File: src/rtl/core/assert_macros.svh
// ----------------------------------------------------------------------------
// assert_macros.svh
// Concurrent assertion shorthands shared by the RTL.
// ----------------------------------------------------------------------------
`ifndef ASSERT_MACROS_SVH
`define ASSERT_MACROS_SVH

// Antecedent holding at an edge implies consequent at the same edge.
`define ASSERT_SAME(label, clk, rst, ante, cons, msg) \
   label: assert property (@(posedge clk) disable iff (rst) (ante) |-> (cons)) \
      else $error(msg);

// Antecedent holding at an edge implies consequent at the next edge.
`define ASSERT_NEXT(label, clk, rst, ante, cons, msg) \
   label: assert property (@(posedge clk) disable iff (rst) (ante) |=> (cons)) \
      else $error(msg);

`endif

File: src/rtl/core/ngt_ram.sv
// ----------------------------------------------------------------------------
// ngt_ram
// Generic single-write, single-read RAM with registered read data.
// ----------------------------------------------------------------------------
module ngt_ram #(
   parameter int WIDTH = 32,
   parameter int DEPTH = 64
) (
   input  logic                     clock,
   input  logic                     wr_en,
   input  logic [$clog2(DEPTH)-1:0] wr_addr,
   input  logic [WIDTH-1:0]         wr_data,
   input  logic                     rd_en,
   input  logic [$clog2(DEPTH)-1:0] rd_addr,
   output logic [WIDTH-1:0]         rd_data
);

   logic [WIDTH-1:0] mem_ff [DEPTH];
   logic [WIDTH-1:0] rd_data_ff;

   always_ff @(posedge clock) begin
      if (wr_en) begin
         mem_ff[wr_addr] <= wr_data;
      end
      if (rd_en) begin
         rd_data_ff <= mem_ff[rd_addr];
      end
   end

   assign rd_data = rd_data_ff;

endmodule

File: config.mk
export PLATFORM = sky130hd
export DESIGN_NAME = ngt_ram
export DESIGN_NICKNAME = d
export VERILOG_FILES = /design/src/rtl/core/assert_macros.svh /design/src/rtl/core/ngt_ram.sv
export SDC_FILE = /design/constraint.sdc
export NUM_CORES = 2
export LEC_CHECK = 0
export BUFFER_PORTS_ARGS = -buffer_cell sky130_fd_sc_hd__buf_4
export CORE_MARGIN = 2
export CORE_UTILIZATION = 50
export CTS_CLUSTER_DIAMETER = 200
export DETAILED_ROUTE_END_ITERATION = 7
export HOLD_SLACK_MARGIN = 0.08
export PLACE_DENSITY = 0.65
export REMOVE_ABC_BUFFERS = 1
export SYNTH_ARGS = -nofsm -noshare
export SYNTH_HDL_FRONTEND = slang
export SYNTH_SLANG_ARGS = --single-unit
File: constraint.sdc
create_clock -name clock -period 5 [get_ports clock]
set_clock_uncertainty 0.2 [all_clocks]
set_input_delay 0.25 -clock clock [delete_from_list [all_inputs] [get_ports clock]]
set_output_delay 0.25 -clock clock [all_outputs]
set_load 0.02 [all_outputs]
==> metrics.yaml <==
status: "finished, final reports clean"
wl_per_cell_um: 33.9
tightest_slew_ns: 1.35
final_cells: 5841
critPathMaxFanout: 32
num_vias: 37200
finalInstanceArea_sq_mm: 0.0896
grt_setup_unrepaired: "false"
power.share.sequential_pct: 54.5
slew_violations: 0
grt_usage_pct: 24.7
gp_congestion: 0.815
placed_cell_area_sq_mm: 0.0830
drt_iter0_drc: 5065
required_ns: 5.33
clock_power_share_pct: 40.4
clkLatencyLatePin_ns: 0.82
arrival_ns: 3.77
slew_headroom_pct: 9.61
drc_errors: 0
intPower_w: 0.0282
finalCritPeriodShare_pct: 68.8
dieArea_sq_mm: 0.161
yosysSeqAreaShare_pct: 79.2
cts_tree: "done"
areaGrowthSynthToFinish_pct: 13.6
setup_tns_ns: 0
ys_ff_latch: 2080
critPathMaxStageDelay_ns: 0.86
syn_inst: 3324
initial_utilization_pct: 50.4
fill_cells: 11100
switching_share_pct: 20.8
period_minus_slack_ns: 3.44
rows: 145
cts_resized: 0
place_inst: 5432
vdd_drop_max_mv: 0.363
layout-drive-gt1-share_pct: 29.2
p_leak_nw: 27.8
worstHoldPathType: "in -> reg"
port_buffers: 78
syn_avg_cell_area_sq_um: 23.7
ios: 79
hpwl_um: 113000
grt_pass1_wl_um: 280000
netlist-cell-type-count: 33
crit_buf_inv: 3
nets: 3661
cts_made_buffers: 198
power.density_mw_per_mm2: 397
combinationalPowerShare_pct: 5.1
core_sq_mm: 0.156
synth_warnings: 0
multi_input_area_sq_mm: 0.0160
die_h_um: 401
netlist_area_sq_mm: 0.0788
clockBufferDepth: 3
clkSinkCount: 2080
cap_violations: 0
clockRootBuffer: "clkbuf_16"
via_per_inst: 6.37
first_pass_iters: 7
antenna_found_initial: 14
grt_overflow: 0
p_switching_w: 0.00742
cp_cell_sequence: "dlygate4sd3_1 -> buf_4 -> nand2_1 -> buf_4 -> o221ai_1 -> a21oi_1 -> a21oi_1 -> nor2_1"
regArea_sq_mm: 0.0625
path_delay_family: "buffers and inverters"
ant_nets: 0
path_class: "in -> reg"
endpoint_kind: "flip-flop"
grt_max_degree: 70
cp_slowest_cell: "nand2_1"
cts_max_level: 4
wirelength_um: 198000
grt_pass1_vias: 37300
fmax_mhz: 291
cts.clk_slew.worst_paths_ns: 0.06
startpoint_type: "primary input"
hold_viol: 0
setup_viol: 0
die_x_um: 401
## cell usage in the layout (no fill, tap or decap), types with 3 or more instances in the layout
cell type      Yosys  final
edfxtp_1        2080   2080
mux4_2           544    544
buf_4             25    208
clkbuf_16          0    203
mux2i_1           93     93
o22ai_1           84     84
nor2_1           137     75
a21oi_1           62     62
nor2_4             0     62
clkbuf_1          74     58
clkinv_1           0     49
dlygate4sd3_1      0     40
o221ai_1          27     27
nand2_1           26     26
clkinv_2           0     25
buf_12             0     20
nor2b_1           15     15
bufinv_16          0     14
a22oi_1           12     12
a311oi_1           8      8
inv_6              0      8
nand2b_1           8      7
diode_2            0      6
nand3b_1           5      5
nor3_1             7      5
nand3_1            5      5
and3_1             4      4
a41o_1             4      4
o32ai_1            4      4
clkinvlp_4         0      4
or3b_2             3      3
or3_1              3      3
buf_8              0      3
## final cells by class
cell class              instances  share of cell area [%]
flip-flops and latches       2080                    69.7
repair buffers                272                    2.70
clock buffers                 261                    5.91
clock inverters               102                   0.962
diodes                          6                  0.0168
well taps                    2058                    2.87
multi-input cells            1062                    17.8
## state kept, by name, indices dropped and copies added (netlist names)
name	count
mem_ff	2048
rd_data	32
## cells by family (layout without fill, tap and decap cells)
family          after synthesis  count (layout)  synth area share, %
flops                      2080            2080                 79.2
mux                         637             637                 16.7
simple gates                223             223                 1.26
compound gates              202             202                 1.67
buf+inv                     182             635                 1.12
other cells                   0               6                    0
## worst min-delay path, cell delays in order
cell and delay [ns]:
buf_4 0.15, or3b_2 0.43, nor2_4 0.13
## timing repair
item	4_1_cts	5_1_grt
endpoints found under the hold margin	2304	0
hold buffers	40	0
setup buffers	0	0
setup endpoints to repair	0	0
## final timing paths
path / from / end / slack (ns) / cells after the start
setup / recovery: rd_addr[4] / rd_data[1] / 1.56 / 8
hold / removal: wr_addr[4] / mem_ff[37][17] / 0.18 / 3
setup reg to reg: mem_ff[15][24] / rd_data[24] / 2.16 / 4
hold reg to reg: mem_ff[29][20] / rd_data[20] / 0.64 / 4
## metal layers
layer / up-vias / track usage (%) / part of all wire [%]
met1: 20100 / 35.5 / 39
met2: 1925 / 39.0 / 48
met3: 259 / 5.76 / 10
met5: - / 0 / 0.042
li1: 14900 / - / -
met4: 12 / 6.00 / 2.0
## through the flow
stage | worst slack (ns) | util (%) | total power [W] | hold WS [ns]
floorplan | 1.54 | - | 0.0205 | 0.149
global placement | 1.07 | 53.1 | 0.0215 | 0.454
detailed placement | 1.05 | 53.1 | 0.0216 | 0.461
CTS | 1.87 | 57.3 | 0.0358 | 0.106
global route | 1.63 | 57.3 | 0.0366 | 0.164
finish | 1.56 | 57.3 | 0.0356 | 0.179
## cell usage after synthesis (all sizes together)
library cell / instances / area, sq um
a22oi: 12 / 90.1
o221ai: 27 / 236
or3: 3 / 18.8
edfxtp: 2080 / 62500
and2: 2 / 12.5
a41o: 4 / 40.0
nand4b: 1 / 8.76
nand3b: 5 / 37.5
nand3: 5 / 25.0
a311oi: 8 / 70.1
nor3: 7 / 35.0
or3b: 5 / 43.8
nor2: 137 / 514
clkbuf: 74 / 278
o22ai: 84 / 526
buf: 108 / 608
a21oi: 62 / 310
nand4: 2 / 12.5
mux4: 544 / 12300
or2: 3 / 18.8
nand2b: 8 / 50.1
o32ai: 4 / 35.0
a31oi: 1 / 6.26
and3: 4 / 25.0
nand2: 26 / 97.6
mux2i: 93 / 931
nor2b: 15 / 93.8
## power by group through the flow
stage	registers [W]	logic, W	clock network (W)
final	0.0194	0.00180	0.0144
after detailed placement	0.0198	0.00179	0
after floorplan	0.0198	0.000715	0
after global placement	0.0198	0.00176	0
after CTS	0.0194	0.00182	0.0146
after global routing	0.0194	0.00191	0.0152
Power figures use the tool's default switching activity.
