===== config.mk =====
export PLATFORM = sky130hd
export DESIGN_NAME = ngt_cmp
export DESIGN_NICKNAME = d
export VERILOG_FILES = /design/src/rtl/core/assert_macros.svh /design/src/rtl/core/ngt_pkg.sv /design/src/rtl/core/ngt_cmp.sv
export SDC_FILE = /design/constraint.sdc
export NUM_CORES = 1
export LEC_CHECK = 0
export ABC_AREA = 1
export BUFFER_PORTS_ARGS = -buffer_cell sky130_fd_sc_hd__buf_2
export CORE_MARGIN = 5
export CORE_UTILIZATION = 43
export DETAILED_ROUTE_END_ITERATION = 12
export PLACE_DENSITY = 0.85
export SYNTH_ARGS = -nofsm -noshare
export SYNTH_HDL_FRONTEND = slang
export SYNTH_SLANG_ARGS = --single-unit

===== constraint.sdc =====
create_clock -name vclk -period 1.5
set_input_delay 0.225 -clock vclk [all_inputs]
set_output_delay 0.225 -clock vclk [all_outputs]
set_load 0.01 [all_outputs]

===== src/rtl/core/assert_macros.svh =====
// ----------------------------------------------------------------------------
// assert_macros.svh
// Concurrent assertion shorthands shared by the RTL.
// ----------------------------------------------------------------------------
`ifndef ASSERT_MACROS_SVH
`define ASSERT_MACROS_SVH

// Antecedent holding at an edge implies consequent at the same edge.
`define ASSERT_SAME(label, clk, rst, ante, cons, msg) \
   label: assert property (@(posedge clk) disable iff (rst) (ante) |-> (cons)) \
      else $error(msg);

// Antecedent holding at an edge implies consequent at the next edge.
`define ASSERT_NEXT(label, clk, rst, ante, cons, msg) \
   label: assert property (@(posedge clk) disable iff (rst) (ante) |=> (cons)) \
      else $error(msg);

`endif


===== src/rtl/core/ngt_pkg.sv =====
// ----------------------------------------------------------------------------
// ngt_pkg
// Shared types and codes of the next greater element table.
// ----------------------------------------------------------------------------
package ngt_pkg;

   localparam int VALUE_W  = 32;
   localparam int OP_W     = 2;
   localparam int STATUS_W = 2;

   // operation codes
   localparam logic [OP_W-1:0] OP_CLEAR = 2'd0;
   localparam logic [OP_W-1:0] OP_PUSH  = 2'd1;
   localparam logic [OP_W-1:0] OP_QUERY = 2'd2;

   // status codes
   localparam logic [STATUS_W-1:0] ST_OK        = 2'd0;
   localparam logic [STATUS_W-1:0] ST_FULL      = 2'd1;
   localparam logic [STATUS_W-1:0] ST_NOT_FOUND = 2'd2;

   // answer when an entry has no greater element yet
   localparam logic [VALUE_W-1:0] NONE_VALUE = '1;

   typedef enum logic [2:0] {
      S_IDLE,
      S_DECODE,
      S_P_STK,
      S_P_ELEM,
      S_P_FIN,
      S_Q_SCAN,
      S_Q_GRD,
      S_DONE
   } ngt_state_type;

   typedef struct packed {
      logic lt;   // a < b, signed
      logic eq;   // a == b
   } ngt_cmp_type;

endpackage


===== src/rtl/core/ngt_cmp.sv =====
// ----------------------------------------------------------------------------
// ngt_cmp
// Shared compare unit: signed less-than and equality of two values.
// ----------------------------------------------------------------------------
module ngt_cmp
   import ngt_pkg::*;
(
   input  logic [VALUE_W-1:0] a,
   input  logic [VALUE_W-1:0] b,
   output ngt_cmp_type        result
);

   assign result.lt = $signed(a) < $signed(b);
   assign result.eq = (a == b);

endmodule


==> flow_metrics.py, run 1 <==
metrics = {
    "run_status": {
        "status": "complete, but fails checks",
        "failed_checks": "setup timing",
    },
    "die": {
        "dieWidth_um": 55.4,
        "core-area_um2": 1960,
        "dieArea_um2": 3070,
        "die_h_um": 55.4,
        "ios": 66,
        "start_util": 0.452,
        "row_count": 16,
    },
    "pwr": {
        "p_leak_nw": 0.908,
        "power.density_nw_per_um2": 257,
        "finalPower_uw": 396,
        "irDropWorstVdd_v": 0.000152,
    },
    "setup_path": {
        "worst-path-max-fanout": 2,
        "crit_slowest_cell": "ha_4",
        "cp-end-kind": "output pin",
        "arrival_ps": 1420,
        "cp.required_ps": 1270,
        "crit_type": "in2out",
        "crit_top_cell": "nand2_1",
        "worst_setup_path_start_kind": "primary input",
        "critical-path-max-stage-delay_ps": 200,
        "crit_chain": "buf_2, inv_2, ha_4, a21oi_1, nor2_1, nor2_1, nand3_2, a21oi_2, nand2_1, nand2_1, nand2_1, buf_2",
    },
    "placement": {
        "hpwl_um": 1970,
        "port_buffers": 66,
        "postPlaceCellArea_um2": 1270,
        "place_congestion": 0.767,
    },
    "synth": {
        "synth.most_common_cell": "inv_1",
        "syn_nets": 240,
        "synth_area_um2": 886,
        "yosys.area.top_type": "ha_1",
        "synth_common_cells": "40 x inv_1, 34 x nand2_1, 32 x ha_1, 12 x a21oi_1, 9 x nor2_1",
        "synth-seq-area-share": 0,
        "syn_inst": 144,
        "yosys_warnings": 0,
        "synth_cell_types": 16,
        "synth_top_area_share": 0.452,
        "post_synth_main_area_contributors": "ha_1 45%, inv_1 17%, nand2_1 14%",
        "avgSynthCellArea_um2": 6.15,
    },
    "finish": {
        "drive_gt1_frac": 0.500,
        "design.seq.count": 0,
        "antenna_cells": 0,
        "nNetsFinal": 312,
        "seqCellArea_um2": 0,
        "nClkBuffers": 0,
        "area_growth_pct": 73.7,
        "stdcell_area_um2": 1540,
    },
    "global_routing": {
        "use_met2": 0.294,
        "use_met1": 0.179,
        "overflow": 0,
        "grt_usage": 0.151,
        "grt_max_degree": 4,
        "busiest_layer": "met2",
        "antenna_found_initial": 0,
        "grt_pass1_vias": 1052,
        "grt_use_met3": 0.0233,
        "grt_pass1_wl_um": 4130,
    },
    "route": {
        "drt_iter0_drc": 17,
        "vias": 1094,
        "ant_nets": 0,
        "via_per_inst": 4.54,
        "dr.pass1.iters": 4,
        "drcViolationCount": 0,
        "wl_um": 2460,
        "wire_per_inst_um": 10.2,
    },
    "timing": {
        "tightestPinTransition_ps": 195,
        "finalCritPeriodShare": 1.10,
        "drv_slew": 0,
        "rsz0062_at_grt": "yes",
        "hold_viol": 0,
        "slew_headroom": 0.869,
        "setup_slack_ps": -143,
        "period_minus_slack_ps": 1640,
        "tns_ps": -219,
        "setup_viol": 2,
        "max_clock_freq_mhz": 609,
    },
    "hold_path": {
        "min_path_type": "in2out",
    },
    "job": {
        "drv_cap": 0,
    },
}
==> layout make-up <==
type | count | area [µm²]
Multi-Input combinational cell | 104 | 942
Inverter | 40 | 153
Timing Repair Buffer | 70 | 410
Fill cell | 157 | 423
Tap cell | 27 | 33.8
==> worst max-delay path: cells and delay by family <==
kind | cells | cell delay [ps]
and+or+nand+nor | 6 | 440
buffers and inverters | 3 | 290
AOI/OAI and AO/OA | 2 | 260
adders and majority gates | 1 | 200
==> layer usage <==
metal / part of all wire / wire, µm
met1: 0.41 / 1010
met2: 0.52 / 1270
met3: 0.066 / 162
met4: 0.0085 / 21
met5: 0 / 0
==> timing repair <==
action / CTS / global route
gates cloned: 0 / 0
setup buffers: 0 / 1
hold buffers: 0 / 0
pin swaps: 16 / 10
resized for setup: 30 / 10
endpoints found under the setup margin: 2 / 2
==> report_power, final <==
group	switching [mW]	internal, mW
Sequential	0	0
Combinational	0.184	0.212
Clock	0	0
==> worst paths after layout <==
kind	cells past startpoint	from	slack [ps]	end
min	5	b[0]	990	result[0]
max	12	b[21]	-140	result[1]
==> per-stage QoR <==
step / setup WS, ps / cells / util / hold WS (ps)
2_1_floorplan: 101 / 144 / - / 787
3_3_place_gp: -131 / 240 / 0.649 / 996
3_5_place_dp: -149 / 240 / 0.649 / 991
4_1_cts: -131 / 240 / 0.757 / 992
5_1_grt: -262 / 241 / 0.784 / 1020
6_report: -143 / 241 / 0.784 / 994
==> placed cells by master, fill, tap and decap left out, drive strengths merged <==
cell / synthesis / final
nand3: 3 / 3
a21oi: 13 / 13
o21ai: 2 / 2
nand4: 3 / 3
nor2: 10 / 10
nor3: 3 / 3
nand2: 36 / 36
buf: 0 / 70
o21a: 1 / 1
a21o: 1 / 1
inv: 40 / 40
ha: 32 / 32
==> cell families (layout without fill, tap and decap cells) <==
| family | count (synthesis) | in the layout | share of synthesized area |
|---|---|---|---|
| simple gates | 55 | 55 | 0.271 |
| buf+inv | 40 | 110 | 0.169 |
| fa+ha+maj | 32 | 32 | 0.452 |
| compound gates | 17 | 17 | 0.107 |
Note: power is estimated with default switching activity, not from simulation.
==> run 2, diff against run 1 <==
--- a/config.mk
+++ b/config.mk
@@ -7,6 +7,7 @@
 export LEC_CHECK = 0
 export ABC_AREA = 1
 export BUFFER_PORTS_ARGS = -buffer_cell sky130_fd_sc_hd__buf_2
+export CORE_ASPECT_RATIO = 1.25
 export CORE_MARGIN = 5
 export CORE_UTILIZATION = 43
 export DETAILED_ROUTE_END_ITERATION = 12
==> run 2 against run 1 <==
Non-clock buffer count increased by 1; worst hold slack got worse by 14 ps; final cell count decreased by 2.5%; fmax decreased by 2.3%; first-iteration DRC count decreased by 12%; core utilization increased by 7.9 points; critical endpoint is now result[0]; global-route usage increased by 3.5 points; highest routed layer unchanged; routed wire length increased by 41%; the flow still finishes with violations (setup timing); critical path type unchanged.
==> flow_metrics.py, run 2 (synthesis gave the netlist of run 1 again) <==
metrics = {
    "pwr": {
        "switching_share": 0.478,
        "power.density_nw_per_um2": 291,
        "p_leak_nw": 0.927,
        "combPwrFrac": 1.000,
        "irDropWorstVdd_v": 0.000197,
        "finalPower_uw": 498,
        "p_sw_uw": 238,
        "power_frac_seq": 0,
        "clkPwrFrac": 0,
        "p_int_uw": 260,
    },
    "timing": {
        "finalCritPeriodShare": 1.12,
        "setup_slack_ps": -182,
        "holdWs_ps": 980,
        "hold_viol": 0,
        "tns_ps": -334,
        "setup_viol": 2,
        "max_clock_freq_mhz": 595,
        "drv_slew": 0,
        "period_minus_slack_ps": 1680,
        "slew_headroom": 0.891,
        "tightestPinTransition_ps": 163,
        "rsz0062_at_grt": "yes",
    },
    "route": {
        "dr.pass1.iters": 4,
        "via_per_inst": 4.97,
        "ant_nets": 0,
        "drcViolationCount": 0,
        "wire_per_inst_um": 14.8,
        "vias": 1167,
        "wl_um": 3470,
        "drt_iter0_drc": 15,
    },
    "global_routing": {
        "antenna_found_initial": 0,
        "grt_usage": 0.187,
        "grt_pass1_wl_um": 4580,
        "grt_max_degree": 4,
        "overflow": 0,
        "grt_pass1_vias": 1164,
    },
    "clock_tree": {
        "holdBufCountCts": 0,
    },
    "setup_path": {
        "cp.required_ps": 1270,
        "cp-end-kind": "output pin",
        "arrival_ps": 1460,
        "worst-path-max-fanout": 3,
        "crit_type": "in2out",
        "worst_setup_path_start_kind": "primary input",
    },
    "placement": {
        "place_congestion": 0.696,
        "port_buffers": 66,
        "dpl_worst_slack_ps": -153,
        "hpwl_um": 1970,
    },
    "die": {
        "start_util": 0.447,
        "ios": 66,
        "core-area_um2": 1980,
        "die_h_um": 60.7,
        "dieArea_um2": 3070,
        "row_count": 18,
        "dieWidth_um": 50.6,
    },
    "finish": {
        "mostFrequentLayoutCell": "buf_2",
        "area_growth_pct": 93.1,
        "nClkBuffers": 0,
        "nFillCells": 115,
        "mostFrequentLayoutCells": "53 x buf_2, 25 x nand2_1, 22 x inv_1",
        "design.seq.count": 0,
        "seqCellArea_um2": 0,
        "antenna_cells": 0,
        "nNetsFinal": 313,
        "drive_gt1_frac": 0.637,
    },
    "run_status": {
        "failed_checks": "setup timing",
        "status": "complete, but fails checks",
    },
    "hold_path": {
        "min_path_type": "in2out",
    },
    "job": {
        "drv_cap": 0,
    },
}
[run 2: layout make-up]
cell class                      count  area, µm²  share of cell area
Tap cell                           20       25.0              0.0146
Timing Repair Buffer               71        449               0.263
Multi-Input combinational cell    104       1080               0.629
Inverter                           40        160              0.0936
[run 2: worst paths after layout]
path | from | to | depth (start not counted)
worst min-delay path | a[1] | result[0] | 5
worst max-delay path | b[14] | result[0] | 9
[run 2: what timing repair did]
action | 4_1_cts | 5_1_grt
setup buffers | 1 | 1
pin swaps | 14 | 24
endpoints found under the setup margin | 2 | 2
gates resized for setup | 32 | 49
[run 2: layer usage]
metal,part of all wire,track usage,up-vias,wire length [µm]
li1,-,-,598,-
met1,0.32,0.193,519,1120
met2,0.60,0.408,44,2070
met3,0.066,0.0147,6,230
met4,0.014,0.0109,0,49
met5,0,0,-,0
[run 2: metrics by stage]
step,util,instance area (µm²),instances
after floorplan,-,886,144
after global placement,0.638,1260,233
after detailed placement,0.638,1260,233
after CTS,0.754,1490,234
after global routing,0.863,1710,235
final,0.863,1710,235
[run 2: critical path, cell delays in order]
cell     delay [ps]
buf_2            80
inv_1            60
ha_4            270
nand2_2          80
nor3_4          210
buf_4           130
nand4_1          80
nor3_1          150
buf_2           170
[run 2: power groups by stage]
stage               registers (mW)  clock network [mW]  logic [mW]
finish                           0                   0       0.498
global placement                 0                   0       0.299
CTS                              0                   0       0.381
detailed placement               0                   0       0.308
global route                     0                   0       0.550
floorplan                        0                   0       0.178
